===== config.mk =====
export PLATFORM = sky130hd
export DESIGN_NAME = hammersley_point_generator
export DESIGN_NICKNAME = d
export VERILOG_FILES = /design/src/sv/hpg_pkg.sv /design/src/sv/hpg_div_cell.sv /design/src/sv/hpg_div_chain.sv /design/src/sv/hammersley_point_generator.sv
export SDC_FILE = /design/constraint.sdc
export NUM_CORES = 2
export LEC_CHECK = 0
export BUFFER_PORTS_ARGS = -buffer_cell sky130_fd_sc_hd__buf_2
export CORE_AREA = 2 2 386 388
export CTS_CLUSTER_DIAMETER = 40
export DETAILED_ROUTE_END_ITERATION = 8
export DIE_AREA = 0 0 388 390
export GPL_TIMING_DRIVEN = 0
export PLACE_DENSITY = 0.78
export SLEW_MARGIN = 20
export SYNTH_ARGS = -nofsm -noshare
export SYNTH_HDL_FRONTEND = slang
export SYNTH_SLANG_ARGS = --single-unit

===== constraint.sdc =====
create_clock -name clock -period 25.4 [get_ports clock]
set_input_delay 2.54 -clock clock [delete_from_list [all_inputs] [get_ports clock]]
set_output_delay 2.54 -clock clock [all_outputs]
set_load 0.1 [all_outputs]

===== src/sv/hpg_pkg.sv =====
// ----------------------------------------------------------------------------
// hpg_pkg
// shared register codes, widths and helpers of the hammersley point generator
// ----------------------------------------------------------------------------
package hpg_pkg;

   localparam int COUNT_W = 21;
   localparam int SEL_W   = 2;
   localparam int TRUNC_W = 5;
   localparam int CSR_W   = 2;

   typedef enum logic [CSR_W-1:0] {
      REG_POINT_COUNT   = 2'd0,
      REG_BASE_SELECT   = 2'd1,
      REG_TRUNCATE_BITS = 2'd2,
      REG_CENTER_OFFSET = 2'd3
   } csr_index_type;

   localparam logic [COUNT_W-1:0] POINT_COUNT_RESET   = 21'd256;
   localparam logic [SEL_W-1:0]   BASE_SELECT_RESET   = 2'd0;
   localparam logic [TRUNC_W-1:0] TRUNCATE_BITS_RESET = 5'd0;
   localparam logic               CENTER_OFFSET_RESET = 1'b1;

   localparam logic [SEL_W-1:0] SEL_BASE3 = 2'd1;
   localparam logic [SEL_W-1:0] SEL_BASE5 = 2'd2;

   function automatic logic [2:0] base_value(input logic [SEL_W-1:0] sel);
      logic [2:0] b;
      case (sel)
         SEL_BASE3: b = 3'd3;
         SEL_BASE5: b = 3'd5;
         default:   b = 3'd2;
      endcase
      return b;
   endfunction

endpackage


===== src/sv/hpg_div_cell.sv =====
// ----------------------------------------------------------------------------
// hpg_div_cell
// one restoring division step, registered: one quotient bit per cell
// ----------------------------------------------------------------------------
module hpg_div_cell
   import hpg_pkg::*;
#(
   parameter int DW = 23,
   parameter int QW = 24
) (
   input  logic          clock,
   input  logic          reset,
   input  logic          in_valid,
   input  logic [DW-1:0] in_rem,
   input  logic [DW-1:0] in_den,
   input  logic [QW-1:0] in_quo,
   output logic          out_valid,
   output logic [DW-1:0] out_rem,
   output logic [DW-1:0] out_den,
   output logic [QW-1:0] out_quo
);

   logic          valid_ff;
   logic [DW-1:0] rem_ff, rem_in, den_ff;
   logic [QW-1:0] quo_ff, quo_in;
   logic [DW:0]   shifted;
   logic          take;

   always_comb begin
      shifted = {in_rem, 1'b0};
      take    = shifted >= {1'b0, in_den};
      rem_in  = take ? DW'(shifted - {1'b0, in_den}) : shifted[DW-1:0];
      quo_in  = {in_quo[QW-2:0], take};
   end

   always_ff @(posedge clock) begin
      if (reset) begin
         valid_ff <= 1'b0;
      end else begin
         valid_ff <= in_valid;
      end
      rem_ff <= rem_in;
      den_ff <= in_den;
      quo_ff <= quo_in;
   end

   assign out_valid = valid_ff;
   assign out_rem   = rem_ff;
   assign out_den   = den_ff;
   assign out_quo   = quo_ff;

endmodule


===== src/sv/hpg_div_chain.sv =====
// ----------------------------------------------------------------------------
// hpg_div_chain
// row of division cells giving floor(2^QW * num / den) for num below den
// ----------------------------------------------------------------------------
module hpg_div_chain
   import hpg_pkg::*;
#(
   parameter int DW = 23,
   parameter int QW = 24
) (
   input  logic          clock,
   input  logic          reset,
   input  logic          in_valid,
   input  logic [DW-1:0] in_num,
   input  logic [DW-1:0] in_den,
   output logic          out_valid,
   output logic [QW-1:0] out_quo
);

   logic          stage_valid [QW+1];
   logic [DW-1:0] stage_rem   [QW+1];
   logic [DW-1:0] stage_den   [QW+1];
   logic [QW-1:0] stage_quo   [QW+1];

   assign stage_valid[0] = in_valid;
   assign stage_rem[0]   = in_num;
   assign stage_den[0]   = in_den;
   assign stage_quo[0]   = '0;

   for (genvar c = 0; c < QW; c++) begin : g_cell
      hpg_div_cell #(.DW(DW), .QW(QW)) u_cell (
         .clock     (clock),
         .reset     (reset),
         .in_valid  (stage_valid[c]),
         .in_rem    (stage_rem[c]),
         .in_den    (stage_den[c]),
         .in_quo    (stage_quo[c]),
         .out_valid (stage_valid[c+1]),
         .out_rem   (stage_rem[c+1]),
         .out_den   (stage_den[c+1]),
         .out_quo   (stage_quo[c+1])
      );
   end

   assign out_valid = stage_valid[QW];
   assign out_quo   = stage_quo[QW];

endmodule


===== src/sv/hammersley_point_generator.sv =====
// one point at a time: the digit reversal runs one digit per cycle over the base-b
// digits of the masked index (at most INDEX_BITS of them), then three quotients go
// through the division cell row (one quotient bit per cell) back to back
// rsp_valid is a one-cycle strobe
// reset: synchronous, restores the registers to their defaults and goes idle
// ----------------------------------------------------------------------------
// hammersley_point_generator
// 2d hammersley point in unsigned fixed point from a point index
// ----------------------------------------------------------------------------
module hammersley_point_generator
   import hpg_pkg::*;
#(
   parameter int INDEX_BITS    = 20,
   parameter int FRACTION_BITS = 24
) (
   input  logic                     clock,
   input  logic                     reset,
   input  logic                     start,
   output logic                     busy,
   input  logic [INDEX_BITS-1:0]    req_point_index,
   output logic                     rsp_valid,
   output logic [FRACTION_BITS-1:0] rsp_x_coord,
   output logic [FRACTION_BITS-1:0] rsp_y_coord,
   output logic                     rsp_index_out_of_range,
   input  logic                     csr_valid,
   output logic                     csr_ready,
   input  logic [CSR_W-1:0]         csr_index,
   input  logic [COUNT_W-1:0]       csr_data
);

   localparam int IB = INDEX_BITS;
   localparam int FB = FRACTION_BITS;
   localparam int PW = IB + 3;
   localparam int DW = (PW > COUNT_W) ? PW : COUNT_W;
   localparam int SH = IB + 3;
   localparam logic [SH:0] RECIP2 = (SH+1)'((64'd1 << SH) / 2);
   localparam logic [SH:0] RECIP3 = (SH+1)'((64'd1 << SH) / 3);
   localparam logic [SH:0] RECIP5 = (SH+1)'((64'd1 << SH) / 5);
   localparam logic [FB-1:0] FULL = '1;
   localparam logic [FB-1:0] HALF = FB'(64'd1 << (FB - 1));

   typedef enum logic [1:0] {ST_IDLE, ST_DIGIT, ST_FEED, ST_DRAIN} state_type;

   // configuration registers
   logic [COUNT_W-1:0] count_ff;
   logic [SEL_W-1:0]   sel_ff;
   logic [TRUNC_W-1:0] trunc_ff;
   logic               center_ff;

   assign csr_ready = 1'b1;

   always_ff @(posedge clock) begin
      if (reset) begin
         count_ff  <= POINT_COUNT_RESET;
         sel_ff    <= BASE_SELECT_RESET;
         trunc_ff  <= TRUNCATE_BITS_RESET;
         center_ff <= CENTER_OFFSET_RESET;
      end else if (csr_valid && csr_ready) begin
         case (csr_index_type'(csr_index))
            REG_POINT_COUNT:   count_ff  <= csr_data;
            REG_BASE_SELECT:   sel_ff    <= csr_data[SEL_W-1:0];
            REG_TRUNCATE_BITS: trunc_ff  <= csr_data[TRUNC_W-1:0];
            REG_CENTER_OFFSET: center_ff <= csr_data[0];
            default:           ;
         endcase
      end
   end

   state_type        state_ff;
   logic [IB-1:0]    idx_ff, m_ff;
   logic [PW-1:0]    r_ff, p_ff;
   logic [1:0]       feed_cnt_ff, got_cnt_ff;
   logic [FB-1:0]    xq_ff, yq_ff;
   logic             rsp_valid_ff;
   logic [FB-1:0]    x_out_ff, y_out_ff;
   logic             oor_out_ff;

   // mask width from ceil(log2 n) minus the truncation
   logic [COUNT_W-1:0] n_minus1;
   logic [TRUNC_W-1:0] nbits, keep;
   logic [IB-1:0]      mask;

   always_comb begin
      n_minus1 = count_ff - COUNT_W'(1);
      nbits    = '0;
      for (int b = 0; b < COUNT_W; b++) begin
         if (n_minus1[b]) nbits = TRUNC_W'(b + 1);
      end
      if (count_ff == '0) nbits = '0;
      keep = (nbits > trunc_ff) ? TRUNC_W'(nbits - trunc_ff) : '0;
      for (int b = 0; b < IB; b++) begin
         mask[b] = 32'(b) < 32'(keep);
      end
   end

   // one digit of the radical inverse: m / base by reciprocal with one correction
   logic [2:0]       base;
   logic [SH:0]      recip;
   logic [IB+SH:0]   prod;
   logic [IB-1:0]    q0, q_next;
   logic [IB+2:0]    rem0, rem1;
   logic             fix;
   logic [PW-1:0]    r_in, p_in;

   always_comb begin
      base = base_value(sel_ff);
      case (base)
         3'd3:    recip = RECIP3;
         3'd5:    recip = RECIP5;
         default: recip = RECIP2;
      endcase
      prod   = (IB+SH+1)'(m_ff) * (IB+SH+1)'(recip);
      q0     = prod[SH +: IB];
      rem0   = (IB+3)'(m_ff) - (IB+3)'(q0) * (IB+3)'(base);
      fix    = rem0 >= (IB+3)'(base);
      rem1   = fix ? rem0 - (IB+3)'(base) : rem0;
      q_next = fix ? q0 + IB'(1) : q0;
      r_in   = r_ff * PW'(base) + PW'(rem1[2:0]);
      p_in   = p_ff * PW'(base);
   end

   // operands for the division row
   logic [DW-1:0] y_num, y_den, n_ext, idx_ext;
   logic          y_sat, off_small;
   logic          feed_valid;
   logic [DW-1:0] feed_num, feed_den;
   logic          tail_valid;
   logic [FB-1:0] tail_quo;

   always_comb begin
      idx_ext   = DW'(idx_ff);
      n_ext     = DW'(count_ff);
      y_num     = idx_ext >> trunc_ff;
      y_den     = n_ext >> trunc_ff;
      y_sat     = (y_den == '0) || (y_num >= y_den);
      off_small = count_ff <= COUNT_W'(1);
      feed_valid = state_ff == ST_FEED;
      feed_num  = '0;
      feed_den  = DW'(1);
      case (feed_cnt_ff)
         2'd0: begin
            feed_num = DW'(r_ff);
            feed_den = DW'(p_ff);
         end
         2'd1: begin
            if (!y_sat) begin
               feed_num = y_num;
               feed_den = y_den;
            end
         end
         default: begin
            if (!off_small) begin
               feed_num = DW'(1);
               feed_den = n_ext;
            end
         end
      endcase
   end

   hpg_div_chain #(.DW(DW), .QW(FB)) u_chain (
      .clock     (clock),
      .reset     (reset),
      .in_valid  (feed_valid),
      .in_num    (feed_num),
      .in_den    (feed_den),
      .out_valid (tail_valid),
      .out_quo   (tail_quo)
   );

   // final y with offset and saturation, done as the last quotient arrives
   logic [FB-1:0] y_base, offset, y_final;
   logic [FB:0]   y_sum;

   always_comb begin
      y_base = y_sat ? FULL : yq_ff;
      offset = '0;
      if (center_ff && (y_den != '0)) begin
         offset = off_small ? HALF : (tail_quo >> 1);
      end
      y_sum   = {1'b0, y_base} + {1'b0, offset};
      y_final = (y_den == '0) ? FULL
              : (y_sum > {1'b0, FULL}) ? FULL : y_sum[FB-1:0];
   end

   always_ff @(posedge clock) begin
      if (reset) begin
         state_ff     <= ST_IDLE;
         feed_cnt_ff  <= '0;
         got_cnt_ff   <= '0;
         rsp_valid_ff <= 1'b0;
      end else begin
         rsp_valid_ff <= (state_ff == ST_DRAIN) && tail_valid && (got_cnt_ff == 2'd2);
         case (state_ff)
            ST_IDLE: begin
               if (start) begin
                  idx_ff      <= req_point_index;
                  m_ff        <= req_point_index & mask;
                  r_ff        <= '0;
                  p_ff        <= PW'(1);
                  feed_cnt_ff <= '0;
                  got_cnt_ff  <= '0;
                  state_ff    <= ST_DIGIT;
               end
            end
            ST_DIGIT: begin
               if (m_ff == '0) begin
                  state_ff <= ST_FEED;
               end else begin
                  m_ff <= q_next;
                  r_ff <= r_in;
                  p_ff <= p_in;
               end
            end
            ST_FEED: begin
               feed_cnt_ff <= feed_cnt_ff + 2'd1;
               if (feed_cnt_ff == 2'd2) state_ff <= ST_DRAIN;
            end
            ST_DRAIN: begin
               if (tail_valid) begin
                  got_cnt_ff <= got_cnt_ff + 2'd1;
                  case (got_cnt_ff)
                     2'd0: xq_ff <= tail_quo;
                     2'd1: yq_ff <= tail_quo;
                     default: begin
                        x_out_ff     <= xq_ff;
                        y_out_ff     <= y_final;
                        oor_out_ff   <= idx_ext >= n_ext;
                        state_ff     <= ST_IDLE;
                     end
                  endcase
               end
            end
            default: state_ff <= ST_IDLE;
         endcase
      end
   end

   assign busy                   = state_ff != ST_IDLE;
   assign rsp_valid              = rsp_valid_ff;
   assign rsp_x_coord            = x_out_ff;
   assign rsp_y_coord            = y_out_ff;
   assign rsp_index_out_of_range = oor_out_ff;

endmodule


==> summary.txt <==
Synth
  – Synth area leader: dfxtp_1
  – Synth Register Bits: 1601
  – Yosys warning total: 0
  – Ys flop type: dfxtp_1
  – Cells after synthesis: 9318
  – Area contributors post-synth: dfxtp_1, ha_1, fa_1, edfxtp_1, inv_1
  – Syn avg cell area: 9.41 µm²
  – Ys async rst share: 0
  – Post-Syn Nets: 10550
  – Sequential share of the synthesized area: 0.386
  – Yosys top cell area share: 0.324
  – EDFF count, synth: 183
  – Synth Cell Area: 87700 µm²
  – Distinct cells, synth: 103

STA
  – Tmin final: 20670 ps
  – Final setup violation count: 0
  – Pins over their slew limit: 0
  – RSZ-0062 raised after global routing: no
  – Final WS setup: 4730 ps
  – Setup TNS: 0 ps
  – Fmax: 48.4 MHz
  – Clock skew: 105 ps
  – Slew @ Worst Pin: 1220 ps
  – Final Hold Fails: 0
  – Slew headroom: 0.179
  – Tcrit/Tclk final: 0.814

Global routing
  – Initial antenna violation count: 11
  – Number of global-route vias before repair: 67972
  – Global-route wire length before repair: 353 mm
  – Largest net degree at the start of global routing: 25
  – Grt ovf: 0
  – Overall Global Routing Usage: 0.291

Routing
  – Routed len/inst: 19.0 µm
  – Initial drt markers: 5158
  – WL met1: 91.0 mm
  – Vias per cell: 5.75
  – Met2 Wirelength: 104 mm
  – Met3 routed WL: 18.5 mm
  – DRT Pass-1 Iters: 8
  – Highest metal used: met5
  – Drt drc: 0
  – Routed WL: 223 mm
  – Vias: 67576
  – DRT antenna net count: 0

Clock network
  – H-tree depth: 4
  – Clock Tree Root: clkbuf_16
  – CTS tree: yes
  – Post-cts hold buffer count: 0
  – Clk_lat worst skew: 850 ps
  – Reg clk slew, reported paths: 70 ps
  – # clock sinks: 1601
  – Setup bufs post-CTS: 0
  – PostCTS Resize Cnt: 0
  – CTS max path bufs: 3
  – TritonCTS buffer count: 206

Worst setup path
  – CP Data Arrival Time: 21170 ps
  – CP Capture Type: flop
  – WS Path Type: reg2reg
  – Crit Path Max Fanout: 10
  – R2r startpoint: sel_ff[0]
  – Top cell by count, worst path: fa_1
  – Slowest CP cell: clkbuf_1
  – R2R depth: 60
  – Flop2flop setup slack: 4730 ps
  – Required @ worst endpoint: 25900 ps
  – RR Endpoint: r_ff[22]
  – Crit path launch type: flop
  – Critical Path Max Stage Delay: 860 ps

Outcome
  – Status: finished clean

Floorplan
  – Die Span Y: 390 µm
  – Die ar.: 151000 µm²
  – Num rows: 141
  – IO Pins: 99
  – DIE WIDTH: 388 µm
  – Core Region: 147000 µm²
  – Starting Density: 0.596

Worst hold path
  – Hold-critical path depth: 0
  – Hold-critical path endpoint: u_chain.g_cell[16].u_cell.out_quo[14]
  – Min-delay src: u_chain.g_cell[15].u_cell.out_quo[13]
  – Hold Crit Class: reg2reg

Run
  – Max Cap Viol: 0

Placement
  – Post-DP HPWL: 175 mm
  – Placed insts: 11360
  – Number of port buffers: 96
  – Pre-CTS WS: 5260 ps
  – Placer congestion estimate: 1.01

Finish
  – Layout area overhead: 12.0%
  – Post-route non-filler standard cell count: 11753
  – Layout cells sized above 1: 0.0903
  – Layout Nets: 10870
  – Fill count: 11260
## Yosys cell counts (17+ instances only)
library cell and number:
clkbuf_1 162, and2_1 117, o21ai_1 36, nand4_1 110
buf_1 17, a211oi_1 59, a21boi_0 112, nor4_1 26
nor3_1 159, or2_2 32, nand2_1 838, a22oi_1 18
o31a_1 18, o21bai_1 38, nor2b_1 136, ha_1 903
mux2_2 288, fa_1 282, o21ai_0 436, dfxtp_1 1418
o31ai_1 72, xor2_1 159, edfxtp_1 183, inv_1 1232
mux4_2 26, a31oi_1 55, or3_1 43, a21o_1 188
nor2_1 602, xnor2_1 281, o21a_1 89, nand3_1 149
mux2i_1 54, a21oi_1 481, nand2b_1 125, and3_1 47
o211ai_1 31, or4_1 19
## layout make-up
cell class	count	area, µm²	area share
multi-input combinational	6282	48400	0.493
sequential	1601	33900	0.345
clock buffer	238	5430	0.0552
inverter	1239	4650	0.0473
tap	1930	2410	0.0246
clock inverter	151	2060	0.0209
buffer	196	782	0.00796
timing repair buffer	112	593	0.00604
antenna	4	10.0	0.000102
## worst max-delay path by stage
stage | from | endpoint | slack [ps] | depth (start not counted)
CTS | sel_ff[0] | r_ff[22] | 5090 | 61
detailed placement | sel_ff[0] | r_ff[22] | 5260 | 61
global placement | sel_ff[0] | r_ff[22] | 5230 | 60
finish | sel_ff[0] | r_ff[22] | 4730 | 60
global route | sel_ff[0] | r_ff[22] | 3760 | 61
floorplan | sel_ff[0] | r_ff[22] | 9870 | 62
## metal layers
metal  vias to the layer above  GRT usage
met5                         -          0
met3                       620     0.0665
met4                         6      0.125
li1                      32320          -
met1                     31982      0.358
met2                      2648      0.490
## critical path: cells and delay by family (launching register included)
family | cells | cell delay [ps]
AOI/OAI and AO/OA | 20 | 5890
xor gates and xnor gates | 2 | 850
adders and majority gates | 14 | 6610
buffers and inverters | 12 | 3150
DFF | 1 | 470
and+or+nand+nor | 12 | 3360
## through the flow
| stage | area [µm²] | hold WS [ps] | util |
|---|---|---|---|
| after global placement | 90600 | 310 | 0.616 |
| after global routing | 98200 | 268 | 0.668 |
| after floorplan | 87700 | 310 | - |
| after detailed placement | 90800 | 312 | 0.617 |
| after CTS | 98200 | 255 | 0.668 |
| final | 98200 | 271 | 0.668 |
## layout by cell type, fill, tap and decap left out, types with 115 or more instances in the layout
cell	Yosys	final
nor2b_1	136	136
dfxtp_1	1418	1418
nor2_1	602	601
and2_1	117	115
mux2_2	288	288
nor3_1	159	159
edfxtp_1	183	183
fa_1	282	282
a21oi_1	481	481
clkbuf_1	162	180
inv_1	1232	1232
xor2_1	159	159
nand3_1	149	149
clkbuf_16	0	207
nand2b_1	125	125
ha_1	903	903
xnor2_1	281	281
o21ai_0	436	436
a21o_1	188	188
nand2_1	838	838
## logic make-up (layout without fill, tap and decap cells)
logic type               count (synthesis)  after routing  synth area share
multiplexers                           372            372            0.0508
flip-flops                            1601           1601             0.386
other                                    1              5         0.0000427
AO/OA/AOI/OAI                         1824           1824             0.132
buffers and inverters                 1435           1936            0.0619
XOR/XNOR                               440            440            0.0439
adder cells (fa/ha/maj)               1185           1185             0.193
AND/OR/NAND/NOR                       2460           2460             0.132
## state kept, by name, indices dropped and copies added, names as in the netlist, 24 cells and up
name and flops:
u_chain.g_cell.u_cell.out_valid 24, yq_ff 24, u_chain.g_cell.u_cell.out_rem 529, u_chain.g_cell.u_cell.out_quo 300, u_chain.g_cell.u_cell.out_den 529, rsp_y_coord 24
xq_ff 24, rsp_x_coord 24
Power is not shown: default switching activity piles up to over one toggle a cycle in this logic, so the estimate is an artifact.
